File: config.mk
export PLATFORM = sky130hd
export DESIGN_NAME = pas_cmd_queue
export DESIGN_NICKNAME = d
export VERILOG_FILES = /design/src/hdl/polygon_arc_segmenter_core_macros.svh /design/src/hdl/pas_pkg.sv /design/src/hdl/pas_cmd_queue.sv
export SDC_FILE = /design/constraint.sdc
export NUM_CORES = 1
export LEC_CHECK = 0
export BUFFER_PORTS_ARGS = -buffer_cell sky130_fd_sc_hd__buf_2
export CAP_MARGIN = 20
export CORE_MARGIN = 3
export CORE_UTILIZATION = 40
export CTS_CLUSTER_SIZE = 20
export DETAILED_ROUTE_END_ITERATION = 12
export PLACE_DENSITY_LB_ADDON = 0.15
export SYNTH_ARGS = -nofsm -noshare
export SYNTH_HDL_FRONTEND = slang
export SYNTH_SLANG_ARGS = --single-unit
export TNS_END_PERCENT = 10
File: constraint.sdc
create_clock -name clock -period 9.98 [get_ports clock]
set_input_delay 0.998 -clock clock [delete_from_list [all_inputs] [get_ports clock]]
set_output_delay 0.998 -clock clock [all_outputs]
set_load 0.02 [all_outputs]
File: src/hdl/polygon_arc_segmenter_core_macros.svh
// Assertion macros shared by the segmenter RTL.
`ifndef POLYGON_ARC_SEGMENTER_CORE_MACROS_SVH
`define POLYGON_ARC_SEGMENTER_CORE_MACROS_SVH
`ifndef SYNTH
// Checked property, switched off while reset is high.
`define PAS_ASSERT(label, prop, msg) \
   label: assert property (@(posedge clock) disable iff (reset) prop) else $error(msg);
// Checked property that also holds through reset.
`define PAS_ASSERT_ALWAYS(label, prop, msg) \
   label: assert property (@(posedge clock) prop) else $error(msg);
`else
`define PAS_ASSERT(label, prop, msg)
`define PAS_ASSERT_ALWAYS(label, prop, msg)
`endif
`endif

File: src/hdl/pas_pkg.sv
// Types, widths and constants of the polygon arc segmenter.
package pas_pkg;

   localparam int COORD_BITS     = 12;
   localparam int INDEX_BITS     = 16;
   localparam int SEG_BITS       = 16;
   localparam int FRAC_BITS      = 16;
   localparam int EDGE_BITS      = COORD_BITS + 1;
   localparam int PROD_BITS      = 2 * EDGE_BITS;
   localparam int DOT_BITS       = PROD_BITS + 1;
   localparam int LEN_BITS       = 2 * COORD_BITS + 1;
   localparam int COT_BITS       = 22;
   localparam int LEN_RATIO_BITS = 24;
   localparam int INV_RATIO_BITS = 17;
   localparam int COT_PROD_BITS  = COT_BITS + LEN_BITS;
   localparam int LO_BITS        = INV_RATIO_BITS + LEN_BITS;
   localparam int HI_BITS        = LEN_RATIO_BITS + LEN_BITS;
   localparam int CMP_BITS       = HI_BITS;
   localparam int CSR_DATA_BITS  = 24;
   localparam int CSR_INDEX_BITS = 2;

   // Queue depths must be powers of two; the pointers wrap naturally.
   localparam int CMD_DEPTH      = 2;
   localparam int CMD_PTR_BITS   = $clog2(CMD_DEPTH);
   localparam int CMD_COUNT_BITS = CMD_PTR_BITS + 1;
   localparam int OUT_DEPTH      = 4;
   localparam int OUT_PTR_BITS   = $clog2(OUT_DEPTH);
   localparam int OUT_COUNT_BITS = OUT_PTR_BITS + 1;

   localparam logic [COT_BITS-1:0]       COT_RESET       = COT_BITS'(37837);
   localparam logic [LEN_RATIO_BITS-1:0] LEN_RATIO_RESET = LEN_RATIO_BITS'(1048576);
   localparam logic [INV_RATIO_BITS-1:0] INV_RATIO_RESET = INV_RATIO_BITS'(4096);

   localparam logic signed [1:0] DIR_NONE = 2'sb00;
   localparam logic signed [1:0] DIR_POS  = 2'sb01;
   localparam logic signed [1:0] DIR_NEG  = 2'sb11;
   localparam logic signed [1:0] DIR_BAD  = 2'sb10;

   typedef enum logic [CSR_INDEX_BITS-1:0] {
      CSR_COT       = 2'd0,
      CSR_LEN_RATIO = 2'd1,
      CSR_INV_RATIO = 2'd2
   } csr_index_type;

   typedef enum logic [1:0] {
      CLS_FIRST,
      CLS_SECOND,
      CLS_TURN
   } cls_type;

   typedef enum logic [1:0] {
      BK_IDLE,
      BK_MUL,
      BK_DEC
   } bk_state_type;

   typedef struct packed {
      logic [COT_BITS-1:0]       cot;
      logic [LEN_RATIO_BITS-1:0] len_ratio;
      logic [INV_RATIO_BITS-1:0] inv_ratio;
   } cfg_type;

   typedef struct packed {
      logic signed [DOT_BITS-1:0] dot;
      logic signed [DOT_BITS-1:0] crs;
      logic [LEN_BITS-1:0]        len_a;
      logic [LEN_BITS-1:0]        len_b;
      logic [INDEX_BITS-1:0]      k;
      cls_type                    cls;
      logic                       last;
   } cmd_type;

   typedef struct packed {
      logic [SEG_BITS-1:0] seg_start;
      logic [SEG_BITS-1:0] seg_end;
      logic signed [1:0]   seg_dir;
      logic                seg_last;
   } seg_type;

endpackage

File: src/hdl/pas_cmd_queue.sv
// Short queue of classified vertex commands between front and back end.
module pas_cmd_queue (
   input  logic             clock,
   input  logic             reset,
   input  logic             push_valid,
   output logic             push_ready,
   input  pas_pkg::cmd_type push_data,
   output logic             pop_valid,
   input  logic             pop,
   output pas_pkg::cmd_type pop_data
);
   import pas_pkg::*;

   cmd_type                   entry_ff [CMD_DEPTH];
   logic [CMD_PTR_BITS-1:0]   wr_ff, wr_in;
   logic [CMD_PTR_BITS-1:0]   rd_ff, rd_in;
   logic [CMD_COUNT_BITS-1:0] count_ff, count_in;
   logic                      do_push;
   logic                      do_pop;

   assign push_ready = count_ff != CMD_COUNT_BITS'(CMD_DEPTH);
   assign pop_valid  = count_ff != '0;
   assign do_push    = push_valid && push_ready;
   assign do_pop     = pop && pop_valid;
   assign pop_data   = entry_ff[rd_ff];

   always_comb begin
      wr_in    = do_push ? wr_ff + CMD_PTR_BITS'(1) : wr_ff;
      rd_in    = do_pop ? rd_ff + CMD_PTR_BITS'(1) : rd_ff;
      count_in = count_ff + CMD_COUNT_BITS'(do_push) - CMD_COUNT_BITS'(do_pop);
   end

   always_ff @(posedge clock) begin
      if (reset) begin
         wr_ff    <= '0;
         rd_ff    <= '0;
         count_ff <= '0;
      end else begin
         wr_ff    <= wr_in;
         rd_ff    <= rd_in;
         count_ff <= count_in;
      end
   end

   always_ff @(posedge clock) begin
      if (do_push) begin
         entry_ff[wr_ff] <= push_data;
      end
   end
endmodule

## After elaboration in Yosys (flattened, before gate mapping)

Memory sizes are Yosys's and may differ from the RTL's. A register that Yosys moved wholly into a read port is not among the register bits.
Cells that the tools add are included.
W data, S select, Z words.

| storage, ports and cells | value |
|---|---|
| memories kept | 1 |
| word-level logic and storage cells | 16 |
| RAM bits | 246 |
| register bits after elaboration | 4 |
| output and inout port bits | 125 |

| cells by class | value |
|---|---|
| add/sub/neg operators | 4 |
| eq/ne operators | 1 |
| reductions and logical operators | 3 |
| mux-type cells | 4 |

Memories:

| memory | words | bits a word | rd ports | clocked after Yosys merged registers in | wr ports | RTL line | source |
|---|---|---|---|---|---|---|---|
| entry_ff | 2 | 123 | 1 | 1 | 1 | pas_cmd_queue.sv:14 | `cmd_type entry_ff [CMD_DEPTH];` |

Operators with widths:

| kind | count |
|---|---|
| $mux W1 | 4 |
| $add A1 B1 Y1 const B | 2 |
| $add A2 B1 Y2 | 1 |
| $logic_and A1 B1 Y1 | 2 |
| $ne A2 B2 Y1 const B | 1 |
| $reduce_bool A2 Y1 | 1 |
| $sub A2 B1 Y2 | 1 |

## Depth between registers and ports, before layout

| logic depth | value |
|---|---|
| word-level depth | 4 |
| mapped depth | 6 |

## Worst setup path after synthesis

OpenSTA, ideal clock, no wires.

| path | value |
|---|---|
| path kind | input-to-reg |
| start point | input port push_valid |
| end point | memory entry_ff[1][0] (netlist bit), enable pin |
| library setup time | 498 ps |
| arrival | 3,882 ps |
| path slack | 5,600 ps |
| buffers on the path | 0 |
| data required time | 9,482 ps |
| stages on the path | 1 |
| path through | and3_1 |

| between the ends | value |
|---|---|
| longest elaborated chain between the ends | 3 |

Ends and longest elaborated chain:

| what | RTL line | source |
|---|---|---|
| start: declaration | pas_cmd_queue.sv:5 | `input logic push_valid,` |
| $logic_and A1 B1 Y1 | pas_cmd_queue.sv:23 | `assign do_push = push_valid && push_ready;` |
| $mux W1 | pas_cmd_queue.sv:46 | `if (do_push) begin` |
| $mux W1 (not written as such) | pas_cmd_queue.sv:47 | `entry_ff[wr_ff] <= push_data;` |
| end: declaration | pas_cmd_queue.sv:14 |  |

No other way between the ends.

==> flow_summary_export.csv <==
group,metric,value,unit
run_status,status,"completed",
critical_path,path_max_fanout,68,
timing,hold_viol,0,
hold_path,hp-class,"reg2reg",
synth,synth_edf_count,246,
synth,synth_cell_types,24,
synth,synth.most_common_cell,"edfxtp_1",
routing,wire_per_inst,17.95,um
die,die_w,159.5,um
final_layout,nets,810,
timing,drv_slew,0,
placement,io_buffers,251,
critical_path,reg2reg_slack,7220,ps
cts,htree_levels,1,
synth,ys_top_cells_by_count,"edfxtp_1, mux2_4, mux2_2",
timing,totalNegativeSetupSlack,0,ps
final_layout,layout-drive-gt1-share,0.5951,
die,std_cell_rows,55,
timing,period_share,0.4110,
critical_path,cp.arrival,3100,ps
synth,ys_seq_area_frac,0.7947,
cts,hold_buffers,0,
routing,vias_per_cell,4.676,
die,core_region_area,22920,um2
cts,clk_pin_slew,60,ps
critical_path,path_class,"reg2out",
routing,drt_wl_total,18170,um
cts,cts_inserted_buffers,27,
synth,syn-num-nets,540,
critical_path,crit_path_end_kind,"output pin",
synth,synthCells,412,
power_and_ir_drop,leakagePower,4.503,nW
power_and_ir_drop,powerDensity,245.7,nW/um2
run,max_cap_violations,0,
routing,postRouteAntennaNets,0,
cts,post_cts.repair.setup_buffers,0,
power_and_ir_drop,ir_worst_vdd,0.1673,mV
synth,synth_area_leaders,"edfxtp_1, mux2_4, mux2_2",
synth,ys_ff_latch,251,
synth,ys.flop_type,"edfxtp_1",
synth,syn_area,9422,um2
placement,place_congestion,0.7753,
grt,grt_pass1_wl,27910,um
synth,synth_top_area_frac,0.7841,
cts,cts_num_sinks,251,
grt,grt_max_degree,77,
cts,cts_root_buffer,"clkbuf_16",
cts,cts_tree,"built",
routing,dr.pass1.iters,4,
routing,first_iter_violations,205,
synth,synth-warning-count,0,
grt,grt_overflow,0,
timing,worstMarginPinSlew,1119,ps
timing,slew-limit-headroom,0.2541,
routing,drc_errors,0,
die,die-area,25430,um2
timing,setup_viol_count_final,0,
routing,vias,4732,
synth,async_flop_share,0,
cts,worstSkewPairLatency,510,ps
synth,synth_top_area_cell,"edfxtp_1",
grt,antenna_found_initial,4,
synth,avgSynthCellArea,22.87,um2
grt,grt_pass1_vias,5062,
critical_path,critPathRequiredTime,8980,ps
cts,cts.repair.resized,0,
timing,period_minus_slack,4102,ps
cts,max-clock-path-buffers,3,
final_layout,syn_to_final_growth,25.03,%
die,start_util,0.4111,
die,num_io_pins,252,
timing,skew,6.731,ps
timing,grt_setup_unrepaired,"no",
die,die_h,159.5,um
grt,grt_usage,0.1379,
timing,fmax,0.2438,GHz
final_layout,antenna_cells,0,
power_and_ir_drop,finalPower,2.895,mW
critical_path,worst_setup_path_start_kind,"flop",
placement,dp_hpwl,11880,um
final_layout,nFillCells,1920,
## flip-flops by register name, summed over array words and instances, names as in the netlist, named ones only
name / cells
entry_ff: 246
count_ff: 2
rd_ff: 1
wr_ff: 1
## where the power goes
| group | total, mW | leakage (nW) | switching (mW) | internal [mW] |
|---|---|---|---|---|
| Combinational | 0.666 | 1.78 | 0.366 | 0.300 |
| Sequential | 1.34 | 2.34 | 0.0600 | 1.28 |
| Clock | 0.885 | 0.384 | 0.366 | 0.518 |
| Total | 2.89 | 4.50 | 0.793 | 2.10 |
## per-stage QoR
step                      instances  hold WS (ps)    util  setup WS [ps]  area [um2]
after global placement          965         488.8  0.4788           6406       10970
after CTS                      1012         511.2  0.5141           5788       11780
after floorplan                 412         472.5       -           5600        9422
after detailed placement        966         493.4  0.4800           6367       11000
after global routing           1012         538.9  0.5141           5671       11780
final                          1012         504.9  0.5141           5878       11780
## logic make-up (layout without fill, tap and decap cells)
logic type / Yosys count / after routing / share of synthesized area
flops: 251 / 251 / 0.7947
mux: 124 / 124 / 0.1761
buf+inv: 15 / 302 / 0.01421
simple gates: 13 / 13 / 0.007306
compound gates: 7 / 7 / 0.005445
fa+ha+maj: 1 / 1 / 0.001328
xor+xnor: 1 / 1 / 0.0009298
## worst max-delay path, cell delays in order (launching register included)
cell	delay, ps
dfxtp_4	980
buf_4	920
mux2_2	420
buf_2	160
## placed cells by master (no fill, tap or decap), types with 2 or more instances in the layout
master | Yosys | routed
mux2_2 | 53 | 53
clkinv_2 | 0 | 5
nor2b_1 | 3 | 3
o21ai_0 | 2 | 2
buf_2 | 5 | 251
dfxtp_1 | 5 | 4
buf_4 | 0 | 3
clkbuf_1 | 0 | 8
clkinv_1 | 0 | 5
nor2_1 | 5 | 5
mux2_4 | 70 | 70
clkbuf_16 | 0 | 27
edfxtp_1 | 246 | 246
## final timing paths
kind | cells after the start | startpoint | end
worst min-delay path | 2 | rd_ff | rd_ff
worst max register to register | 4 | count_ff[0] | entry_ff[0][11]
worst min register to register | 2 | rd_ff | rd_ff
worst max-delay path | 3 | flop | pop_data[111]
## routing by layer
metal	share of wire	track usage	wire length, um	vias to the layer above
met5	0.0028	0	51	-
met4	0.022	0.03422	401	8
met3	0.087	0.05125	1589	42
met2	0.48	0.2221	8632	189
met1	0.41	0.1782	7492	2315
li1	-	-	-	2178
## cell type report
type | count | area [um2] | share of cell area
multi-input cells | 146 | 1805 | 0.1533
clock inverters | 11 | 73.82 | 0.006267
well taps | 313 | 391.6 | 0.03324
inverters | 1 | 6.256 | 0.0005311
flip-flops and latches | 251 | 7491 | 0.6359
repair buffers | 255 | 1306 | 0.1109
clock buffers | 35 | 705.7 | 0.05990
Power figures use the tool's default switching activity.
