===== config.mk =====
export PLATFORM = sky130hd
export DESIGN_NAME = pas_front_flat
export DESIGN_NICKNAME = d
export VERILOG_FILES = /design/src/hdl/polygon_arc_segmenter_core_macros.svh /design/src/hdl/pas_pkg.sv /design/src/hdl/pas_req_if.sv /design/src/hdl/pas_front.sv /design/src/flat_wrapper.sv
export SDC_FILE = /design/constraint.sdc
export NUM_CORES = 2
export LEC_CHECK = 0
export BUFFER_PORTS_ARGS = -buffer_cell sky130_fd_sc_hd__clkbuf_2
export CAP_MARGIN = 20
export CORE_MARGIN = 10
export CORE_UTILIZATION = 35
export CTS_CLUSTER_DIAMETER = 100
export DETAILED_ROUTE_END_ITERATION = 7
export SLEW_MARGIN = 20
export SYNTH_ARGS = -nofsm -noshare
export SYNTH_HDL_FRONTEND = slang
export SYNTH_SLANG_ARGS = --single-unit

===== constraint.sdc =====
create_clock -name clock -period 12.33 [get_ports clock]
set_input_delay 2.466 -clock clock [delete_from_list [all_inputs] [get_ports clock]]
set_output_delay 2.466 -clock clock [all_outputs]
set_load 0.02 [all_outputs]

===== src/hdl/polygon_arc_segmenter_core_macros.svh =====
// Assertion macros shared by the segmenter RTL.
`ifndef POLYGON_ARC_SEGMENTER_CORE_MACROS_SVH
`define POLYGON_ARC_SEGMENTER_CORE_MACROS_SVH
`ifndef SYNTH
// Checked property, switched off while reset is high.
`define PAS_ASSERT(label, prop, msg) \
   label: assert property (@(posedge clock) disable iff (reset) prop) else $error(msg);
// Checked property that also holds through reset.
`define PAS_ASSERT_ALWAYS(label, prop, msg) \
   label: assert property (@(posedge clock) prop) else $error(msg);
`else
`define PAS_ASSERT(label, prop, msg)
`define PAS_ASSERT_ALWAYS(label, prop, msg)
`endif
`endif


===== src/hdl/pas_pkg.sv =====
// Types, widths and constants of the polygon arc segmenter.
package pas_pkg;

   localparam int COORD_BITS     = 12;
   localparam int INDEX_BITS     = 16;
   localparam int SEG_BITS       = 16;
   localparam int FRAC_BITS      = 16;
   localparam int EDGE_BITS      = COORD_BITS + 1;
   localparam int PROD_BITS      = 2 * EDGE_BITS;
   localparam int DOT_BITS       = PROD_BITS + 1;
   localparam int LEN_BITS       = 2 * COORD_BITS + 1;
   localparam int COT_BITS       = 22;
   localparam int LEN_RATIO_BITS = 24;
   localparam int INV_RATIO_BITS = 17;
   localparam int COT_PROD_BITS  = COT_BITS + LEN_BITS;
   localparam int LO_BITS        = INV_RATIO_BITS + LEN_BITS;
   localparam int HI_BITS        = LEN_RATIO_BITS + LEN_BITS;
   localparam int CMP_BITS       = HI_BITS;
   localparam int CSR_DATA_BITS  = 24;
   localparam int CSR_INDEX_BITS = 2;

   // Queue depths must be powers of two; the pointers wrap naturally.
   localparam int CMD_DEPTH      = 2;
   localparam int CMD_PTR_BITS   = $clog2(CMD_DEPTH);
   localparam int CMD_COUNT_BITS = CMD_PTR_BITS + 1;
   localparam int OUT_DEPTH      = 4;
   localparam int OUT_PTR_BITS   = $clog2(OUT_DEPTH);
   localparam int OUT_COUNT_BITS = OUT_PTR_BITS + 1;

   localparam logic [COT_BITS-1:0]       COT_RESET       = COT_BITS'(37837);
   localparam logic [LEN_RATIO_BITS-1:0] LEN_RATIO_RESET = LEN_RATIO_BITS'(1048576);
   localparam logic [INV_RATIO_BITS-1:0] INV_RATIO_RESET = INV_RATIO_BITS'(4096);

   localparam logic signed [1:0] DIR_NONE = 2'sb00;
   localparam logic signed [1:0] DIR_POS  = 2'sb01;
   localparam logic signed [1:0] DIR_NEG  = 2'sb11;
   localparam logic signed [1:0] DIR_BAD  = 2'sb10;

   typedef enum logic [CSR_INDEX_BITS-1:0] {
      CSR_COT       = 2'd0,
      CSR_LEN_RATIO = 2'd1,
      CSR_INV_RATIO = 2'd2
   } csr_index_type;

   typedef enum logic [1:0] {
      CLS_FIRST,
      CLS_SECOND,
      CLS_TURN
   } cls_type;

   typedef enum logic [1:0] {
      BK_IDLE,
      BK_MUL,
      BK_DEC
   } bk_state_type;

   typedef struct packed {
      logic [COT_BITS-1:0]       cot;
      logic [LEN_RATIO_BITS-1:0] len_ratio;
      logic [INV_RATIO_BITS-1:0] inv_ratio;
   } cfg_type;

   typedef struct packed {
      logic signed [DOT_BITS-1:0] dot;
      logic signed [DOT_BITS-1:0] crs;
      logic [LEN_BITS-1:0]        len_a;
      logic [LEN_BITS-1:0]        len_b;
      logic [INDEX_BITS-1:0]      k;
      cls_type                    cls;
      logic                       last;
   } cmd_type;

   typedef struct packed {
      logic [SEG_BITS-1:0] seg_start;
      logic [SEG_BITS-1:0] seg_end;
      logic signed [1:0]   seg_dir;
      logic                seg_last;
   } seg_type;

endpackage


===== src/hdl/pas_req_if.sv =====
// Vertex channel: valid/ready handshake with one contour vertex per word.
interface pas_req_if;
   import pas_pkg::*;

   logic                  valid;
   logic                  ready;
   logic [COORD_BITS-1:0] vertex_x;
   logic [COORD_BITS-1:0] vertex_y;
   logic                  last_vertex;

   modport source (output valid, vertex_x, vertex_y, last_vertex, input ready);
   modport sink (input valid, vertex_x, vertex_y, last_vertex, output ready);
endinterface


===== src/hdl/pas_front.sv =====
// Front end: accepts vertices, tracks edges and index, forms the edge products.
module pas_front (
   input  logic             clock,
   input  logic             reset,
   pas_req_if.sink          req_ch,
   output logic             cmd_valid,
   output pas_pkg::cmd_type cmd,
   input  logic             cmd_ready
);
   import pas_pkg::*;

   logic [COORD_BITS-1:0]        prev_vx_ff, prev_vx_in;
   logic [COORD_BITS-1:0]        prev_vy_ff, prev_vy_in;
   logic signed [EDGE_BITS-1:0]  prev_dx_ff, prev_dx_in;
   logic signed [EDGE_BITS-1:0]  prev_dy_ff, prev_dy_in;
   logic [INDEX_BITS-1:0]        count_ff, count_in;

   logic                         s1_valid_ff, s1_valid_in;
   logic signed [EDGE_BITS-1:0]  s1_ax_ff, s1_ay_ff, s1_bx_ff, s1_by_ff;
   logic [INDEX_BITS-1:0]        s1_k_ff;
   cls_type                      s1_cls_ff;
   logic                         s1_last_ff;

   logic                         accept;
   logic signed [EDGE_BITS-1:0]  bx, by;
   cls_type                      cls;
   logic signed [PROD_BITS-1:0]  p_axbx, p_ayby, p_axby, p_aybx;
   logic signed [PROD_BITS-1:0]  p_axax, p_ayay, p_bxbx, p_byby;
   logic signed [DOT_BITS-1:0]   len_a_sum, len_b_sum;

   assign req_ch.ready = !s1_valid_ff || cmd_ready;
   assign accept       = req_ch.valid && req_ch.ready;

   assign bx = $signed({1'b0, req_ch.vertex_x}) - $signed({1'b0, prev_vx_ff});
   assign by = $signed({1'b0, req_ch.vertex_y}) - $signed({1'b0, prev_vy_ff});

   always_comb begin
      if (count_ff == '0) begin
         cls = CLS_FIRST;
      end else if (count_ff == INDEX_BITS'(1)) begin
         cls = CLS_SECOND;
      end else begin
         cls = CLS_TURN;
      end
   end

   always_comb begin
      prev_vx_in  = prev_vx_ff;
      prev_vy_in  = prev_vy_ff;
      prev_dx_in  = prev_dx_ff;
      prev_dy_in  = prev_dy_ff;
      count_in    = count_ff;
      s1_valid_in = s1_valid_ff && !cmd_ready;
      if (accept) begin
         s1_valid_in = 1'b1;
         if (req_ch.last_vertex) begin
            prev_vx_in = '0;
            prev_vy_in = '0;
            prev_dx_in = '0;
            prev_dy_in = '0;
            count_in   = '0;
         end else begin
            if (cls != CLS_FIRST) begin
               prev_dx_in = bx;
               prev_dy_in = by;
            end
            prev_vx_in = req_ch.vertex_x;
            prev_vy_in = req_ch.vertex_y;
            // The index saturates on very long contours.
            if (count_ff != '1) begin
               count_in = count_ff + INDEX_BITS'(1);
            end
         end
      end
   end

   always_ff @(posedge clock) begin
      if (reset) begin
         prev_vx_ff  <= '0;
         prev_vy_ff  <= '0;
         prev_dx_ff  <= '0;
         prev_dy_ff  <= '0;
         count_ff    <= '0;
         s1_valid_ff <= 1'b0;
      end else begin
         prev_vx_ff  <= prev_vx_in;
         prev_vy_ff  <= prev_vy_in;
         prev_dx_ff  <= prev_dx_in;
         prev_dy_ff  <= prev_dy_in;
         count_ff    <= count_in;
         s1_valid_ff <= s1_valid_in;
      end
   end

   always_ff @(posedge clock) begin
      if (accept) begin
         s1_ax_ff   <= prev_dx_ff;
         s1_ay_ff   <= prev_dy_ff;
         s1_bx_ff   <= bx;
         s1_by_ff   <= by;
         s1_k_ff    <= count_ff;
         s1_cls_ff  <= cls;
         s1_last_ff <= req_ch.last_vertex;
      end
   end

   // Edge products; the queue entry registers them.
   assign p_axbx = s1_ax_ff * s1_bx_ff;
   assign p_ayby = s1_ay_ff * s1_by_ff;
   assign p_axby = s1_ax_ff * s1_by_ff;
   assign p_aybx = s1_ay_ff * s1_bx_ff;
   assign p_axax = s1_ax_ff * s1_ax_ff;
   assign p_ayay = s1_ay_ff * s1_ay_ff;
   assign p_bxbx = s1_bx_ff * s1_bx_ff;
   assign p_byby = s1_by_ff * s1_by_ff;

   assign len_a_sum = DOT_BITS'(p_axax) + DOT_BITS'(p_ayay);
   assign len_b_sum = DOT_BITS'(p_bxbx) + DOT_BITS'(p_byby);

   assign cmd_valid = s1_valid_ff;
   assign cmd.dot   = DOT_BITS'(p_axbx) + DOT_BITS'(p_ayby);
   assign cmd.crs   = DOT_BITS'(p_axby) - DOT_BITS'(p_aybx);
   assign cmd.len_a = len_a_sum[LEN_BITS-1:0];
   assign cmd.len_b = len_b_sum[LEN_BITS-1:0];
   assign cmd.k     = s1_k_ff;
   assign cmd.cls   = s1_cls_ff;
   assign cmd.last  = s1_last_ff;
endmodule


===== src/flat_wrapper.sv =====
// flat-port wrapper written by rule: the top's interface ports become plain ports
module pas_front_flat import pas_pkg::*;
  (clock, reset, cmd_valid, cmd, cmd_ready, req_ch_valid, req_ch_vertex_x, req_ch_vertex_y, req_ch_last_vertex, req_ch_ready);
  pas_req_if req_ch_i ();
  input  logic clock;
  input  logic reset;
  output logic cmd_valid;
  output pas_pkg::cmd_type cmd;
  input  logic cmd_ready;
  input wire logic [$bits(req_ch_i.valid)-1:0] req_ch_valid;
  input wire logic [$bits(req_ch_i.vertex_x)-1:0] req_ch_vertex_x;
  input wire logic [$bits(req_ch_i.vertex_y)-1:0] req_ch_vertex_y;
  input wire logic [$bits(req_ch_i.last_vertex)-1:0] req_ch_last_vertex;
  output wire logic [$bits(req_ch_i.ready)-1:0] req_ch_ready;
  assign req_ch_i.valid = req_ch_valid;
  assign req_ch_i.vertex_x = req_ch_vertex_x;
  assign req_ch_i.vertex_y = req_ch_vertex_y;
  assign req_ch_i.last_vertex = req_ch_last_vertex;
  assign req_ch_ready = req_ch_i.ready;
  pas_front u_core (.clock(clock), .reset(reset), .req_ch(req_ch_i), .cmd_valid(cmd_valid), .cmd(cmd), .cmd_ready(cmd_ready));
endmodule

Word level (Yosys, flattened, before mapping)
Cells that the tools add are included.

Bits of input ports: 29. Logic and storage cells: 52. Output and inout bits: 125. Register bits: 138.

Reductions and logical operators: 11. $mul: 8. Equal/unequal tests: 2. $add $sub $neg: 7. Mux-type cells: 11.

Operators with widths (number): multiplier 13 x 13 -> 26 bit (4); multiplier 13 x 13 -> 25 bit (4); 2-to-1 mux 13 bit (4); adder 25 bit (2); 2-to-1 mux 16 bit (2); adder 26 x 26 -> 27 bit (1); subtractor 26 x 26 -> 27 bit (1); subtractor 12 x 12 -> 13 bit (2); 2-to-1 mux 12 bit (2); adder 16 x 1 -> 16 bit, second input constant (1); == test 16 x 1 -> 1 bit, second input constant (1); logical NOT 16 bit (1); inequality test 16 bit, second input constant (1); nonzero test 2 bit (3); 2-to-1 mux 2 bit (2); AND reduction 2 bit (2); logical AND 1 bit (2); logical NOT 1 bit (2); logical OR 1 bit (1); 2-to-1 mux 1 bit (1).

Logic depth before layout (Yosys ltp)
Word-level depth: 6. Mapped depth: 28. Depth with buffers taken out: 26.

Least setup slack after synthesis
Ideal clock, no wire load.

Path type: register to output. From: register u_core.s1_ay_ff[12]. To: output port cmd[94] in the netlist's numbering. Path buffers: 2. Required time: 9.864 ns. Stages on the path, launching flop included: 25. Slack: 2.569 ns. Data arrival time: 7.295 ns. Path through: edfxtp_1 clkbuf_1 buf_1 nand2_1 inv_1 fa_1 fa_1 inv_1 fa_1 fa_1 fa_1 fa_1 inv_1 fa_1 inv_1 ha_1 a21o_1 a21oi_1 nor2_1 a211o_1 a41o_1 a31oi_1 o2111ai_1 a21oi_1 xnor2_1.

RTL lines: start: declaration (line pas_front.sv:19) `logic signed [EDGE_BITS-1:0] s1_ax_ff, s1_ay_ff, s1_bx_ff, s1_by_ff;`; start signal: assignment (line pas_front.sv:98) `s1_ay_ff <= prev_dy_ff;`; end: declaration (line flat_wrapper.sv:8) `output pas_pkg::cmd_type cmd;`.

==> metrics.md <==
| Metric | Value |
|---|---|
| Slowest stage delay, CP | ~0.66 ns |
| Minimum clock period | between 10 and 15 ns |
| Total CTS buffers | 17 |
| Crit. End Element | output pin |
| Hold crit path type | reg -> reg |
| GP Congestion | about 0.9 |
| RSZ-0062 raised after global routing | false |
| Fin Setup TNS | 0 ns |
| Pin count of the biggest net entering global routing | 76 |
| Post-cts sizing count | 0 |
| EDFF count, synth | around 70 |
| # hold bufs at CTS | 0 |
| Vias | about 37000 |
| Final wirelength | between 100000 and 150000 µm |
| Die ar. | between 150000 and 200000 µm² |
| Final Setup Violations | 0 |
| Port bufs | between 150 and 200 |
| Syn-to-layout area delta | 6.80% |
| Initial Util | 0.353 |
| Slew of the pin with the lowest slew margin | about 1.2 ns |
| Cells after Synth | between 5000 and 6000 |
| Yosys cell types | 69 |
| Row count | roughly 150 |
| Ys async rst share | 0 |
| CP bufs+invs | 6 |
| Wirelength per Cell | around 17 µm |
| Max Cap Viol | 0 |
| Final Hold Viols | 0 |
| Vias/cell | roughly 4.7 |
| Mean Syn Cell Area | roughly 9.5 µm² |
| Core area | roughly 160000 µm² |
| Crit path top cell by count | fa_1 |
| Clock skew | between 0.01 and 0.015 ns |
| Final Max Slew Viols | 0 |
| Status | complete, no violations |
| GRT overflow | 0 |
| CTS Root Cell | clkbuf_16 |
| DIE WIDTH | between 400 and 500 µm |
| Fillers | around 16000 |
| DR iter-0 viols | a little over 2000 |
| Util after Layout | 0.378 |
| Startpoint types | flop |
| # DRC | 0 |
| I/O pin cnt | 154 |
| # Post-CTS Setup Buffers | 0 |
| Clock latency on the worst-skew pair | roughly 0.44 ns |
| Max clock buf depth | 2 |
| Critical Path AT | between 8 and 9 ns |
| Initial antenna violation count | 2 |
| Vias in the first global route | slightly above 40000 |
| # clock sinks | 138 |
| Cell Chain, Critical Path | buf_4 > nand2_1 > inv_1 > fa_1 > fa_1 > inv_1 > fa_1 > fa_1 > fa_1 > fa_1 > inv_1 > fa_1 > inv_1 > ha_1 > a21o_1 > a21oi_1 > nor2_1 > a211o_1 > a41o_1 > a31oi_1 > o2111ai_1 > a21oi_1 > xnor2_1 > clkbuf_2 |
| Diode count | 0 |
| Wire length of the first global-routing pass | 225000 µm |
| Post-route ant nets | 0 |
| CTS tree | yes |
| Syn Std Cell Area | 55400 µm² |
| Primary FF master, synth | edfxtp_1 |
| Post-synthesis net count | slightly below 8000 |
| Flops & latches, synth | around 140 |
| Clock transition at path regs | 0.07 ns |
| Number of iterations in the first detailed-routing pass | 6 |
| # nets final | 7783 |
| Critical Path RT | between 9 and 10 ns |
| Period utilisation layout | 0.914 |
| Layout cells sized above 1 | 0.0490 |
| Htree depth | 4 |
| Max Clk Rate | roughly 90 MHz |
| Slowest library cell on the worst path | edfxtp_1 |
| Worst path top cell family by delay | adder cells |
| Relative slew slack | 0.214 |
| Die Y | roughly 420 µm |
| Critical path type | reg -> out |
| Total Routing Usage GR | 0.163 |
| HPWL after DPL | roughly 110000 µm |
| Sequential fraction of the synthesis area | 0.0627 |
| Crit path max fanout | 27 |
| Ys Warns | 0 |
## metrics by stage
step	std cells	setup WS, ns	hold WS (ns)	instance area [µm²]
after floorplan	5837	2.57	0.408	55400
after global placement	7897	1.67	0.413	58500
after detailed placement	7898	1.66	0.417	58500
after CTS	7930	1.16	0.431	59200
after global routing	7931	0.731	0.444	59200
final	7931	1.06	0.430	59200
## final timing paths
check | from | endpoint | slack, ns | cells past startpoint
min reg2reg | u_core.prev_dy_ff[4]$_SDFFE_PP0P_ | u_core.s1_ay_ff[4]$_DFFE_PP_ | 0.43 | 0
max | u_core.s1_ay_ff[12]$_DFFE_PP_ | cmd[94] | 1.06 | 24
min | u_core.prev_dy_ff[4]$_SDFFE_PP0P_ | u_core.s1_ay_ff[4]$_DFFE_PP_ | 0.43 | 0
max reg2reg | u_core.prev_vx_ff[0]$_SDFFE_PP0P_ | u_core.prev_dx_ff[12]$_SDFFE_PP0P_ | 9.27 | 12
## cells by family (layout without fill, tap and decap cells)
kind of cell | count (synthesis) | in the layout | share of synthesized area
AND/OR/NAND/NOR | 1342 | 1342 | 0.116
XOR/XNOR | 200 | 200 | 0.0316
flip-flops | 138 | 138 | 0.0627
buffers and inverters | 1962 | 1998 | 0.133
multiplexers | 4 | 4 | 0.000790
adder cells (fa/ha/maj) | 1894 | 1894 | 0.621
AO/OA/AOI/OAI | 296 | 296 | 0.0346
other | 1 | 1 | 0.0000677
## routing by layer
metal | up-vias | GRT usage | part of all wire
met3 | 144 | 0.0263 | 0.062
met4 | 0 | 0.0407 | 0.030
li1 | 16800 | - | -
met2 | 926 | 0.275 | 0.48
met5 | - | 0 | 0
met1 | 19100 | 0.219 | 0.43
## flip-flops by register name, summed over array words and instances (netlist names), 12 cells and up
signal / cells
u_core.prev_dy_ff: 13
u_core.s1_bx_ff: 13
u_core.s1_by_ff: 13
u_core.s1_k_ff: 16
u_core.prev_vx_ff: 12
u_core.count_ff: 16
u_core.prev_dx_ff: 13
u_core.s1_ax_ff: 13
u_core.s1_ay_ff: 13
u_core.prev_vy_ff: 12
## cell usage after synthesis (35+ instances only)
master | instances | area [µm²]
a21oi_1 | 114 | 571
xor2_1 | 47 | 412
and2_1 | 404 | 2530
nor2_1 | 215 | 807
inv_1 | 1728 | 6490
ha_1 | 467 | 5840
nand2b_1 | 39 | 244
dfxtp_1 | 67 | 1340
xnor2_1 | 153 | 1340
clkbuf_1 | 218 | 818
nand2_1 | 560 | 2100
fa_1 | 1427 | 28600
edfxtp_1 | 71 | 2130
and3_1 | 35 | 219
## cell type report
type / instances / area (µm²) / area share
Clock inverter: 14 / 218 / 0.00368
Clock buffer: 18 / 429 / 0.00725
Timing Repair Buffer: 233 / 1410 / 0.0238
Sequential cell: 138 / 3470 / 0.0587
Multi-Input combinational cell: 3737 / 44600 / 0.753
Inverter: 1733 / 6510 / 0.110
Tap cell: 2058 / 2570 / 0.0435
## cell usage in the layout (no fill, tap or decap), types with 5 or more instances in the layout
cell type,count
fa_1,1427
a22oi_1,18
or3_1,11
nor2b_1,16
o21bai_1,15
nand2b_1,39
dfxtp_1,67
edfxtp_1,71
o21ai_0,31
nand3_1,19
bufinv_16,5
xnor2_1,153
nor3_1,21
xor2_1,47
a31oi_1,10
and3_1,35
o21a_1,13
and2_1,404
a21oi_1,114
clkbuf_16,17
nor2_1,215
clkbuf_2,153
buf_4,76
a21o_1,31
o21ai_1,10
ha_1,467
o211ai_1,5
nand2_1,560
inv_1,1727
o31ai_1,5
## worst reg2reg max path: stages (launching register included)
cell	delay [ns]
dfxtp_1	0.33
ha_1	0.16
inv_1	0.05
fa_1	0.39
a21o_1	0.19
a21oi_1	0.22
o21bai_1	0.11
a2111o_1	0.44
a41oi_1	0.35
o21bai_1	0.10
a21oi_1	0.36
a22oi_1	0.16
nor2_1	0.12
Power is not shown: default switching activity piles up to over one toggle a cycle in this logic, so the estimate is an artifact.
