## src/hdl/polygon_arc_segmenter_core_macros.svh

```systemverilog
// Assertion macros shared by the segmenter RTL.
`ifndef POLYGON_ARC_SEGMENTER_CORE_MACROS_SVH
`define POLYGON_ARC_SEGMENTER_CORE_MACROS_SVH
`ifndef SYNTH
// Checked property, switched off while reset is high.
`define PAS_ASSERT(label, prop, msg) \
   label: assert property (@(posedge clock) disable iff (reset) prop) else $error(msg);
// Checked property that also holds through reset.
`define PAS_ASSERT_ALWAYS(label, prop, msg) \
   label: assert property (@(posedge clock) prop) else $error(msg);
`else
`define PAS_ASSERT(label, prop, msg)
`define PAS_ASSERT_ALWAYS(label, prop, msg)
`endif
`endif

```

## src/hdl/pas_pkg.sv

```systemverilog
// Types, widths and constants of the polygon arc segmenter.
package pas_pkg;

   localparam int COORD_BITS     = 12;
   localparam int INDEX_BITS     = 16;
   localparam int SEG_BITS       = 16;
   localparam int FRAC_BITS      = 16;
   localparam int EDGE_BITS      = COORD_BITS + 1;
   localparam int PROD_BITS      = 2 * EDGE_BITS;
   localparam int DOT_BITS       = PROD_BITS + 1;
   localparam int LEN_BITS       = 2 * COORD_BITS + 1;
   localparam int COT_BITS       = 22;
   localparam int LEN_RATIO_BITS = 24;
   localparam int INV_RATIO_BITS = 17;
   localparam int COT_PROD_BITS  = COT_BITS + LEN_BITS;
   localparam int LO_BITS        = INV_RATIO_BITS + LEN_BITS;
   localparam int HI_BITS        = LEN_RATIO_BITS + LEN_BITS;
   localparam int CMP_BITS       = HI_BITS;
   localparam int CSR_DATA_BITS  = 24;
   localparam int CSR_INDEX_BITS = 2;

   // Queue depths must be powers of two; the pointers wrap naturally.
   localparam int CMD_DEPTH      = 2;
   localparam int CMD_PTR_BITS   = $clog2(CMD_DEPTH);
   localparam int CMD_COUNT_BITS = CMD_PTR_BITS + 1;
   localparam int OUT_DEPTH      = 4;
   localparam int OUT_PTR_BITS   = $clog2(OUT_DEPTH);
   localparam int OUT_COUNT_BITS = OUT_PTR_BITS + 1;

   localparam logic [COT_BITS-1:0]       COT_RESET       = COT_BITS'(37837);
   localparam logic [LEN_RATIO_BITS-1:0] LEN_RATIO_RESET = LEN_RATIO_BITS'(1048576);
   localparam logic [INV_RATIO_BITS-1:0] INV_RATIO_RESET = INV_RATIO_BITS'(4096);

   localparam logic signed [1:0] DIR_NONE = 2'sb00;
   localparam logic signed [1:0] DIR_POS  = 2'sb01;
   localparam logic signed [1:0] DIR_NEG  = 2'sb11;
   localparam logic signed [1:0] DIR_BAD  = 2'sb10;

   typedef enum logic [CSR_INDEX_BITS-1:0] {
      CSR_COT       = 2'd0,
      CSR_LEN_RATIO = 2'd1,
      CSR_INV_RATIO = 2'd2
   } csr_index_type;

   typedef enum logic [1:0] {
      CLS_FIRST,
      CLS_SECOND,
      CLS_TURN
   } cls_type;

   typedef enum logic [1:0] {
      BK_IDLE,
      BK_MUL,
      BK_DEC
   } bk_state_type;

   typedef struct packed {
      logic [COT_BITS-1:0]       cot;
      logic [LEN_RATIO_BITS-1:0] len_ratio;
      logic [INV_RATIO_BITS-1:0] inv_ratio;
   } cfg_type;

   typedef struct packed {
      logic signed [DOT_BITS-1:0] dot;
      logic signed [DOT_BITS-1:0] crs;
      logic [LEN_BITS-1:0]        len_a;
      logic [LEN_BITS-1:0]        len_b;
      logic [INDEX_BITS-1:0]      k;
      cls_type                    cls;
      logic                       last;
   } cmd_type;

   typedef struct packed {
      logic [SEG_BITS-1:0] seg_start;
      logic [SEG_BITS-1:0] seg_end;
      logic signed [1:0]   seg_dir;
      logic                seg_last;
   } seg_type;

endpackage

```

## src/hdl/pas_rsp_if.sv

```systemverilog
// Segment channel: valid/ready handshake with one segment per word.
interface pas_rsp_if;
   import pas_pkg::*;

   logic                valid;
   logic                ready;
   logic [SEG_BITS-1:0] seg_start;
   logic [SEG_BITS-1:0] seg_end;
   logic signed [1:0]   seg_dir;
   logic                seg_last;

   modport source (output valid, seg_start, seg_end, seg_dir, seg_last, input ready);
   modport sink (input valid, seg_start, seg_end, seg_dir, seg_last, output ready);
endinterface

```

## src/hdl/pas_back.sv

```systemverilog
// Back end: angle and length tests, arc tracking and the segment output buffer.
module pas_back (
   input  logic             clock,
   input  logic             reset,
   input  pas_pkg::cfg_type cfg,
   input  logic             cmd_valid,
   output logic             cmd_pop,
   input  pas_pkg::cmd_type cmd,
   pas_rsp_if.source        rsp_ch
);
   import pas_pkg::*;

   bk_state_type              state_ff, state_in;
   cmd_type                   work_ff;
   logic [COT_PROD_BITS-1:0]  cot_prod_ff;
   logic [LO_BITS-1:0]        lo_ff;
   logic [HI_BITS-1:0]        hi_ff;

   logic [INDEX_BITS-1:0]     open_start_ff, open_start_in;
   logic                      in_arc_ff, in_arc_in;
   logic                      arc_turn_ff, arc_turn_in;

   seg_type                   out_mem_ff [OUT_DEPTH];
   logic [OUT_PTR_BITS-1:0]   out_wr_ff, out_wr_in;
   logic [OUT_PTR_BITS-1:0]   out_rd_ff, out_rd_in;
   logic [OUT_COUNT_BITS-1:0] out_count_ff, out_count_in;

   logic                      out_room;
   logic                      out_pop;
   logic                      dec_fire;
   logic                      crs_neg, crs_pos, len_a_zero, angle_ok;
   logic                      pair_ok, arc_ok;
   logic [DOT_BITS-1:0]       crs_negated;
   logic [LEN_BITS-1:0]       abs_c;
   logic [CMP_BITS-1:0]       lhs, m, lo, hi;
   logic [INDEX_BITS-1:0]     p_idx;
   logic signed [1:0]         arc_dir;
   logic [1:0]                n_push;
   seg_type                   seg0, seg1;

   function automatic seg_type make_seg(input logic [INDEX_BITS-1:0] s,
                                        input logic [INDEX_BITS-1:0] e,
                                        input logic signed [1:0] dir,
                                        input logic last);
      seg_type r;
      r.seg_start = SEG_BITS'(s);
      r.seg_end   = SEG_BITS'(e);
      r.seg_dir   = dir;
      r.seg_last  = last;
      return r;
   endfunction

   // Sequencer: a product state, then a decision state that waits for room in the output buffer.
   assign out_room = out_count_ff <= OUT_COUNT_BITS'(OUT_DEPTH - 2);

   always_comb begin
      state_in = state_ff;
      cmd_pop  = 1'b0;
      dec_fire = 1'b0;
      case (state_ff)
         BK_IDLE: begin
            if (cmd_valid) begin
               cmd_pop  = 1'b1;
               state_in = BK_MUL;
            end
         end
         BK_MUL: begin
            state_in = BK_DEC;
         end
         BK_DEC: begin
            if (out_room) begin
               dec_fire = 1'b1;
               if (cmd_valid) begin
                  cmd_pop  = 1'b1;
                  state_in = BK_MUL;
               end else begin
                  state_in = BK_IDLE;
               end
            end
         end
         default: begin
            state_in = BK_IDLE;
         end
      endcase
   end

   always_ff @(posedge clock) begin
      if (reset) begin
         state_ff <= BK_IDLE;
      end else begin
         state_ff <= state_in;
      end
   end

   assign crs_neg     = work_ff.crs[DOT_BITS-1];
   assign crs_pos     = !crs_neg && (work_ff.crs != '0);
   assign crs_negated = -work_ff.crs;
   assign abs_c       = crs_neg ? crs_negated[LEN_BITS-1:0] : work_ff.crs[LEN_BITS-1:0];

   always_ff @(posedge clock) begin
      if (cmd_pop) begin
         work_ff <= cmd;
      end
      if (state_ff == BK_MUL) begin
         cot_prod_ff <= cfg.cot * abs_c;
         lo_ff       <= cfg.inv_ratio * work_ff.len_a;
         hi_ff       <= cfg.len_ratio * work_ff.len_a;
      end
   end

   // The angle test only passes for a positive dot product, so the
   // magnitude bits suffice once the sign is checked.
   assign lhs        = CMP_BITS'({work_ff.dot[DOT_BITS-2:0], {FRAC_BITS{1'b0}}});
   assign m          = CMP_BITS'({work_ff.len_b, {FRAC_BITS{1'b0}}});
   assign lo         = CMP_BITS'(lo_ff);
   assign hi         = CMP_BITS'(hi_ff);
   assign len_a_zero = work_ff.len_a == '0;
   assign angle_ok   = !work_ff.dot[DOT_BITS-1] && (lhs > CMP_BITS'(cot_prod_ff));
   assign pair_ok    = !len_a_zero && (work_ff.crs != '0) && angle_ok && (lo <= m) && (m <= hi);
   assign arc_ok     = !len_a_zero && (arc_turn_ff ? crs_pos : crs_neg) && angle_ok
                       && (lo < m) && (m < hi);
   assign p_idx      = work_ff.k - INDEX_BITS'(1);
   assign arc_dir    = arc_turn_ff ? DIR_POS : DIR_NEG;

   always_comb begin
      open_start_in = open_start_ff;
      in_arc_in     = in_arc_ff;
      arc_turn_in   = arc_turn_ff;
      n_push        = 2'd0;
      seg0          = make_seg('0, '0, DIR_NONE, 1'b0);
      seg1          = make_seg(p_idx, work_ff.k, DIR_NONE, 1'b1);
      if (dec_fire) begin
         case (work_ff.cls)
            CLS_FIRST: begin
            end
            CLS_SECOND: begin
               open_start_in = '0;
               in_arc_in     = 1'b0;
               if (work_ff.last) begin
                  seg0   = make_seg('0, INDEX_BITS'(1), DIR_NONE, 1'b1);
                  n_push = 2'd1;
               end
            end
            CLS_TURN: begin
               if (!in_arc_ff) begin
                  if (pair_ok) begin
                     arc_turn_in = crs_pos;
                     in_arc_in   = 1'b1;
                     if (work_ff.last) begin
                        seg0   = make_seg(open_start_ff, work_ff.k,
                                          crs_pos ? DIR_POS : DIR_NEG, 1'b1);
                        n_push = 2'd1;
                     end
                  end else begin
                     seg0          = make_seg(open_start_ff, p_idx, DIR_NONE, 1'b0);
                     open_start_in = p_idx;
                     n_push        = work_ff.last ? 2'd2 : 2'd1;
                  end
               end else begin
                  if (arc_ok) begin
                     if (work_ff.last) begin
                        seg0   = make_seg(open_start_ff, work_ff.k, arc_dir, 1'b1);
                        n_push = 2'd1;
                     end
                  end else begin
                     seg0          = make_seg(open_start_ff, p_idx, arc_dir, 1'b0);
                     open_start_in = p_idx;
                     in_arc_in     = 1'b0;
                     n_push        = work_ff.last ? 2'd2 : 2'd1;
                  end
               end
            end
            default: begin
            end
         endcase
         if (work_ff.last) begin
            open_start_in = '0;
            in_arc_in     = 1'b0;
            arc_turn_in   = 1'b0;
         end
      end
   end

   always_ff @(posedge clock) begin
      if (reset) begin
         open_start_ff <= '0;
         in_arc_ff     <= 1'b0;
         arc_turn_ff   <= 1'b0;
      end else begin
         open_start_ff <= open_start_in;
         in_arc_ff     <= in_arc_in;
         arc_turn_ff   <= arc_turn_in;
      end
   end

   // Output buffer.
   assign out_pop = rsp_ch.valid && rsp_ch.ready;

   always_comb begin
      out_wr_in    = out_wr_ff + OUT_PTR_BITS'(n_push);
      out_rd_in    = out_pop ? out_rd_ff + OUT_PTR_BITS'(1) : out_rd_ff;
      out_count_in = out_count_ff + OUT_COUNT_BITS'(n_push) - OUT_COUNT_BITS'(out_pop);
   end

   always_ff @(posedge clock) begin
      if (reset) begin
         out_wr_ff    <= '0;
         out_rd_ff    <= '0;
         out_count_ff <= '0;
      end else begin
         out_wr_ff    <= out_wr_in;
         out_rd_ff    <= out_rd_in;
         out_count_ff <= out_count_in;
      end
   end

   always_ff @(posedge clock) begin
      if (n_push != 2'd0) begin
         out_mem_ff[out_wr_ff] <= seg0;
      end
      if (n_push == 2'd2) begin
         out_mem_ff[out_wr_ff + OUT_PTR_BITS'(1)] <= seg1;
      end
   end

   assign rsp_ch.valid     = out_count_ff != '0;
   assign rsp_ch.seg_start = out_mem_ff[out_rd_ff].seg_start;
   assign rsp_ch.seg_end   = out_mem_ff[out_rd_ff].seg_end;
   assign rsp_ch.seg_dir   = out_mem_ff[out_rd_ff].seg_dir;
   assign rsp_ch.seg_last  = out_mem_ff[out_rd_ff].seg_last;
endmodule

```

## src/flat_wrapper.sv

```systemverilog
// flat-port wrapper written by rule: the top's interface ports become plain ports
module pas_back_flat import pas_pkg::*;
  (clock, reset, cfg, cmd_valid, cmd_pop, cmd, rsp_ch_valid, rsp_ch_seg_start, rsp_ch_seg_end, rsp_ch_seg_dir, rsp_ch_seg_last, rsp_ch_ready);
  pas_rsp_if rsp_ch_i ();
  input  logic clock;
  input  logic reset;
  input  pas_pkg::cfg_type cfg;
  input  logic cmd_valid;
  output logic cmd_pop;
  input  pas_pkg::cmd_type cmd;
  output wire logic [$bits(rsp_ch_i.valid)-1:0] rsp_ch_valid;
  output wire logic [$bits(rsp_ch_i.seg_start)-1:0] rsp_ch_seg_start;
  output wire logic [$bits(rsp_ch_i.seg_end)-1:0] rsp_ch_seg_end;
  output wire logic [$bits(rsp_ch_i.seg_dir)-1:0] rsp_ch_seg_dir;
  output wire logic [$bits(rsp_ch_i.seg_last)-1:0] rsp_ch_seg_last;
  input wire logic [$bits(rsp_ch_i.ready)-1:0] rsp_ch_ready;
  assign rsp_ch_valid = rsp_ch_i.valid;
  assign rsp_ch_seg_start = rsp_ch_i.seg_start;
  assign rsp_ch_seg_end = rsp_ch_i.seg_end;
  assign rsp_ch_seg_dir = rsp_ch_i.seg_dir;
  assign rsp_ch_seg_last = rsp_ch_i.seg_last;
  assign rsp_ch_i.ready = rsp_ch_ready;
  pas_back u_core (.clock(clock), .reset(reset), .cfg(cfg), .cmd_valid(cmd_valid), .cmd_pop(cmd_pop), .cmd(cmd), .rsp_ch(rsp_ch_i));
endmodule
```

## config.mk

```make
export PLATFORM = sky130hd
export DESIGN_NAME = pas_back_flat
export DESIGN_NICKNAME = d
export VERILOG_FILES = /design/src/hdl/polygon_arc_segmenter_core_macros.svh /design/src/hdl/pas_pkg.sv /design/src/hdl/pas_rsp_if.sv /design/src/hdl/pas_back.sv /design/src/flat_wrapper.sv
export SDC_FILE = /design/constraint.sdc
export NUM_CORES = 2
export LEC_CHECK = 0
export BUFFER_PORTS_ARGS = -buffer_cell sky130_fd_sc_hd__buf_2
export CAP_MARGIN = 20
export CORE_MARGIN = 10
export CORE_UTILIZATION = 50
export CTS_CLUSTER_SIZE = 16
export DETAILED_ROUTE_END_ITERATION = 6
export PLACE_DENSITY = 0.69
export SLEW_MARGIN = 20
export SYNTH_ARGS = -nofsm -noshare
export SYNTH_HDL_FRONTEND = slang
export SYNTH_SLANG_ARGS = --single-unit
export TNS_END_PERCENT = 50
```

## constraint.sdc

```tcl
create_clock -name clock -period 11.4 [get_ports clock]
set_input_delay 2.28 -clock clock [delete_from_list [all_inputs] [get_ports clock]]
set_output_delay 2.28 -clock clock [all_outputs]
set_load 0.02 [all_outputs]
```

# Yosys cells after proc, flatten, opt, wreduce, memory -nomap -nowiden
# Memory sizes are Yosys's and may differ from the RTL's. A register that Yosys moved wholly into a read port is not among the register bits.
# Index checks and enable logic that the tools add are counted.
word_totals:
  reg_bits: 288
  mem_bits_rw: 140
  input_bits: 190
  out_inout_bits: 37
  wordCells: 118
  memories: 1
op_classes:
  addsub: 7
  mul: 3
  n_lt_le_gt_ge: 6
  eq_ne: 10
  n_mux: 48
  n_reduce_logical: 26
memory_table:
  columns: ["name", "depth", "word_bits", "rd", "rd_ports_with_merged_regs", "wr", "line_no", "source"]
  rows:
  - ["u_core.out_mem_ff", 4, 35, 1, 1, 2, "pas_back.sv:23", "seg_type out_mem_ff [OUT_DEPTH];"]
op_table:
  columns: ["operator", "n"]
  rows:
  - ["35-bit 2-to-1 mux", 6]
  - ["35-bit one-hot mux with 2 select lines", 1]
  - ["16-bit 2-to-1 mux", 4]
  - ["41-bit by 49-bit less-or-equal comparator with 1-bit output", 1]
  - ["41-bit by 49-bit < comparator with 1-bit output", 1]
  - ["24-bit by 25-bit multiplier with 49-bit output", 1]
  - ["42-bit by 47-bit > comparator with 1-bit output", 1]
  - ["22-bit by 25-bit multiplier with 47-bit output", 1]
  - ["42-bit by 41-bit less-or-equal comparator with 1-bit output", 1]
  - ["42-bit by 41-bit < comparator with 1-bit output", 1]
  - ["17-bit by 25-bit multiplier with 42-bit output", 1]
  - ["16-bit one-hot mux with 2 select lines", 1]
  - ["27-bit nonzero test", 1]
  - ["25-bit zero test", 1]
  - ["25-bit 2-to-1 mux", 1]
  - ["25-bit negator", 1]
  - ["2-bit 2-to-1 mux", 11]
  - ["1-bit 2-to-1 mux", 19]
  - ["16-bit by 1-bit subtractor with 16-bit output (second input constant)", 1]
  - ["1-bit logical AND", 11]
  - ["4-bit AND reduction", 2]
  - ["2-bit == test (second input constant)", 3]
  - ["2-bit one-hot mux with 3 select lines", 1]
  - ["2-bit nonzero test", 3]
  - ["other kinds (17)", 25]

# Longest topological paths before layout
depth:
  depth_word: 14
  mapped_depth: 33

# Worst setup path before layout
# OpenSTA, ideal clock, no wires.
synth_path:
  path_kind: "input to register"
  startpoint: "in cfg[20] (netlist name)"
  endpoint: "reg u_core.hi_ff[47], in the netlist u_core.hi[47], data pin"
  setup_time_ns: 0.262
  t_arrival_ns: 8.871
  required_time_ns: 11.138
  path_slack_ns: 2.267
  cell_stages: 26
  path_cell_list: "clkbuf_1 -> clkbuf_1 -> nand2_1 -> fa_1 -> inv_1 -> fa_1 -> fa_1 -> inv_1 -> fa_1 -> inv_1 -> fa_1 -> inv_1 -> fa_1 -> inv_1 -> fa_1 -> ha_1 -> a211oi_1 -> o21bai_1 -> a21o_1 -> a21o_1 -> o41ai_1 -> o31ai_1 -> o21a_1 -> a311oi_1 -> o31ai_1 -> xnor2_1"
synth_between:
  elab_chain_cells: 1
synth_lines:
  columns: ["element", "line_no", "source"]
  rows:
  - ["from (decl)", "flat_wrapper.sv:7", "input pas_pkg::cfg_type cfg;"]
  - ["24-bit by 25-bit multiplier with 49-bit output", "pas_back.sv:107", "hi_ff <= cfg.len_ratio * work_ff.len_a;"]
  - ["to (signal assigned)", "pas_back.sv:107", null]
  - ["to (decl)", "pas_back.sv:17", "logic [HI_BITS-1:0] hi_ff;"]
# Every way passes these cells.
# A chain may end at the register's enable or synchronous reset.

# Worst setup path in the final report
layout_path:
  startpoint: "reg u_core.work_ff[71] (netlist name)"
  endpoint: "reg u_core.cot_prod_ff[45], data pin"
layout_between:
  elab_chain_cells: 3
layout_lines:
  columns: ["element", "line_no", "source"]
  rows:
  - ["from (decl)", "pas_back.sv:14", "cmd_type work_ff;"]
  - ["from (signal assigned)", "pas_back.sv:102", "work_ff <= cmd;"]
  - ["25-bit negator", "pas_back.sv:97", "assign crs_negated = -work_ff.crs;"]
  - ["25-bit 2-to-1 mux *", "pas_back.sv:98", "assign abs_c = crs_neg ? crs_negated[LEN_BITS-1:0] : work_ff.crs[LEN_BITS-1:0];"]
  - ["22-bit by 25-bit multiplier with 47-bit output *", "pas_back.sv:105", "cot_prod_ff <= cfg.cot * abs_c;"]
  - ["to (signal assigned)", "pas_back.sv:105", null]
  - ["to (decl)", "pas_back.sv:15", "logic [COT_PROD_BITS-1:0] cot_prod_ff;"]
# Mark *: on every way between the ends. The rest lies on a longest branch, timed or not.

==> run_summary.xml <==
<?xml version="1.0" encoding="UTF-8"?>
<metrics>
  <group name="outcome">
    <metric name="run_status" unit="">finished, final reports clean</metric>
  </group>
  <group name="layout">
    <metric name="syn2layout_area_growth" unit="%">6.45</metric>
    <metric name="design.final.nets" unit="">9026</metric>
    <metric name="layout_common_cells" unit="">inv_1, fa_1, nand2_1</metric>
    <metric name="final.fill_count" unit="">12100</metric>
    <metric name="area_of_combinational_cells_with_multiple_inputs" unit="mm^2">0.0494</metric>
    <metric name="seqCellArea" unit="mm^2">0.0125</metric>
    <metric name="finalInstanceArea" unit="mm^2">0.0730</metric>
    <metric name="mostFrequentLayoutCell" unit="">inv_1</metric>
    <metric name="layout-drive-gt1-share" unit="%">6.61</metric>
    <metric name="fin_cells" unit="">8825</metric>
  </group>
  <group name="timing">
    <metric name="clock.fmax" unit="GHz">0.102</metric>
    <metric name="setup_tns" unit="ns">0</metric>
    <metric name="slew-limit-headroom" unit="%">29.5</metric>
    <metric name="min_period_over_period" unit="%">86.4</metric>
    <metric name="worst_clock_skew" unit="ns">0.0751</metric>
    <metric name="timing.final.crit_period" unit="ns">9.85</metric>
    <metric name="unrepaired_setup_endpoints_after_global_routing" unit="">false</metric>
    <metric name="slew_worst_pin" unit="ns">1.06</metric>
    <metric name="fin_hold_viols" unit="">0</metric>
    <metric name="slew_violations" unit="">0</metric>
    <metric name="timing.final.setup_violations" unit="">0</metric>
  </group>
  <group name="clocking">
    <metric name="tritoncts_num_sinks" unit="">430</metric>
    <metric name="cts_tree" unit="">built</metric>
    <metric name="worst_skew_pair.late_latency" unit="ns">0.70</metric>
    <metric name="hold_buffers" unit="">0</metric>
    <metric name="max-clock-path-buffers" unit="">3</metric>
    <metric name="ctsHtreeMaxLevel" unit="">2</metric>
    <metric name="postCtsSetupRepairBufs" unit="">0</metric>
    <metric name="cts.root.buffer_cell" unit="">clkbuf_16</metric>
    <metric name="post_cts.resized_instances" unit="">0</metric>
    <metric name="clock_pin_slew_on_the_worst_setup_and_hold_paths" unit="ns">0.06</metric>
    <metric name="cts_made_buffers" unit="">54</metric>
  </group>
  <group name="synth">
    <metric name="async_reset_ff_share" unit="%">0</metric>
    <metric name="syn_inst" unit="">6997</metric>
    <metric name="dominantRegCellSynth" unit="">edfxtp_1</metric>
    <metric name="synth_area" unit="mm^2">0.0686</metric>
    <metric name="ys_ff_latch" unit="">430</metric>
    <metric name="synth.net_count" unit="">9036</metric>
    <metric name="synth_seq_area_share" unit="%">18.2</metric>
    <metric name="synth-edff-count" unit="">389</metric>
    <metric name="number_of_distinct_library_cells_after_synthesis" unit="">74</metric>
    <metric name="ys.warnings.count" unit="">0</metric>
    <metric name="syn_area_per_cell" unit="um^2">9.81</metric>
  </group>
  <group name="worst_setup_path">
    <metric name="critical_path_capture_point" unit="">u_core.cot_prod_ff[45]</metric>
    <metric name="crit_cells" unit="">28</metric>
    <metric name="number_of_buffer_and_inverter_stages_on_the_critical_path" unit="">2</metric>
    <metric name="critPathKind" unit="">reg2reg</metric>
    <metric name="r2r_cells" unit="">28</metric>
    <metric name="critPathMaxFanout" unit="">13</metric>
    <metric name="regToRegSetupSlack" unit="ns">1.55</metric>
    <metric name="timing.critical_path.slowest_stage_cell" unit="">xor2_1</metric>
    <metric name="cp_common_cell" unit="">fa_1</metric>
    <metric name="worst_setup_path_start_kind" unit="">flip-flop</metric>
    <metric name="setup.worst_path.end_class" unit="">flip-flop</metric>
    <metric name="regToRegStartpoint" unit="">u_core.work_ff[71]</metric>
    <metric name="critical-path-top-delay-family" unit="">adder cells</metric>
    <metric name="cp.arrival" unit="ns">10.21</metric>
    <metric name="critical_path.max_stage_delay" unit="ns">0.67</metric>
    <metric name="regToRegEndpoint" unit="">u_core.cot_prod_ff[45]</metric>
    <metric name="timing.critical_path.required" unit="ns">11.76</metric>
    <metric name="critical_path.startpoint" unit="">u_core.work_ff[71]</metric>
  </group>
  <group name="drt">
    <metric name="drt-pass1-iter-count" unit="">6</metric>
    <metric name="detail_route.drc_violations" unit="">0</metric>
    <metric name="wl_met2" unit="mm">86.3</metric>
    <metric name="wl_per_cell" unit="um">20.5</metric>
    <metric name="route.met3.wl" unit="mm">14.1</metric>
    <metric name="route.detailed.vias_per_inst" unit="">5.59</metric>
    <metric name="final_antenna_net_count" unit="">0</metric>
    <metric name="m1_wl" unit="mm">69.9</metric>
    <metric name="dr.first_iter.drc_count" unit="">3433</metric>
    <metric name="vias" unit="">49299</metric>
    <metric name="routed_wirelength" unit="mm">181</metric>
    <metric name="maxUsedRoutingLayer" unit="">met5</metric>
  </group>
  <group name="placement">
    <metric name="dp.cells" unit="">8712</metric>
    <metric name="placedInstanceArea" unit="mm^2">0.0712</metric>
    <metric name="dp_hpwl" unit="mm">139</metric>
    <metric name="routabilityCongestion" unit="">0.906</metric>
    <metric name="buffer_ports.inserted" unit="">226</metric>
  </group>
  <group name="floorplan">
    <metric name="initial_core_util" unit="%">50.5</metric>
    <metric name="die_y" unit="um">390</metric>
    <metric name="die-width" unit="um">390</metric>
    <metric name="io-pin-count" unit="">227</metric>
    <metric name="std_cell_rows" unit="">135</metric>
    <metric name="fp.dieArea" unit="mm^2">0.152</metric>
    <metric name="floorplan.core_area" unit="mm^2">0.136</metric>
  </group>
  <group name="hold_path">
    <metric name="hold_path_depth" unit="">2</metric>
    <metric name="hold_class" unit="">reg2reg</metric>
  </group>
  <group name="global_routing">
    <metric name="grt_pass1_vias" unit="">53809</metric>
    <metric name="gr-usage-all-layers" unit="%">24.1</metric>
    <metric name="grt_start_max_net_pins" unit="">140</metric>
    <metric name="grt_antenna_before_repair" unit="">19</metric>
    <metric name="global_route_overflow" unit="">0</metric>
    <metric name="first_pass_grt_wire_length" unit="mm">290</metric>
  </group>
  <group name="run">
    <metric name="max_cap_viol_count" unit="">0</metric>
  </group>
</metrics>
-- per-layer routing --
metal,track usage [%],vias to the layer above
met5,0,-
met4,11.8,14
met3,4.52,481
met2,40.0,1967
met1,30.1,25319
li1,-,21518
-- cell type report --
cell class | count | share of cell area [%]
Timing Repair Buffer | 298 | 2.31
Clock buffer | 71 | 2.06
Antenna cell | 11 | 0.0377
Tap cell | 1781 | 3.05
Sequential cell | 430 | 17.1
Inverter | 1435 | 7.37
Clock inverter | 31 | 0.367
Multi-Input combinational cell | 4768 | 67.7
-- how the worst min path moves through the flow --
stage                        startpoint  slack (ns)                        to
2_1_floorplan   u_core.out_mem_ff[2][1]        0.42   u_core.out_mem_ff[2][1]
3_3_place_gp    u_core.open_start_ff[2]        0.43   u_core.open_start_ff[2]
3_5_place_dp    u_core.open_start_ff[9]        0.44   u_core.open_start_ff[9]
4_1_cts        u_core.open_start_ff[11]        0.46  u_core.open_start_ff[11]
5_1_grt        u_core.open_start_ff[10]        0.48  u_core.open_start_ff[10]
6_report        u_core.open_start_ff[4]        0.45   u_core.open_start_ff[4]
-- metrics by stage --
stage	util [%]	setup WS, ns	hold WS, ns
after floorplan	-	2.27	0.420
after global placement	52.4	1.63	0.434
after detailed placement	52.4	1.50	0.442
after CTS	53.7	1.59	0.457
after global routing	53.7	1.02	0.480
final	53.7	1.55	0.453
-- cell usage after synthesis, types with 52 or more instances --
cell,number,area [um^2]
inv_1,1435,5390
fa_1,1306,26100
nand2_1,1100,4130
and2_1,635,3970
ha_1,543,6790
edfxtp_1,389,11700
clkbuf_1,345,1290
a21oi_1,138,691
o21ai_0,129,646
nor2_1,116,435
xnor2_1,107,937
a21o_1,79,593
o22ai_1,69,432
xor2_1,57,499
a22o_1,52,455
-- flip-flops by register name (all words and copies together), names as in the netlist, named ones only --
name	flops
u_core.out_count_ff	3
u_core.work_ff	55
u_core.out_mem_ff	140
u_core.lhs	26
u_core.open_start_ff	16
u_core.cot_prod_ff	47
u_core.arc_turn_ff	1
u_core.out_wr_ff	2
u_core.hi	49
u_core.state_ff	2
u_core.m	25
u_core.out_rd_ff	2
u_core.lo_ff	42
u_core.in_arc_ff	1
u_core.seg1	16
u_core.crs_neg	1
-- cells by family after synthesis --
kind of cell               share of synthesized area [%]
and+or+nand+nor                                     14.5
muxes                                               1.29
xor gates and xnor gates                            2.09
DFF                                                 18.2
adders and majority gates                           48.0
AOI/OAI and AO/OA                                   6.01
buffers and inverters                               9.87
-- worst min-delay path, stage by stage (launching register included) --
cell	delay, ns
dfxtp_1	0.32
nand2_1	0.04
o21ai_0	0.05
Power is left out: the tool's default activity adds up to more than one toggle a clock period on the data nets, which glitch-free logic cannot reach.
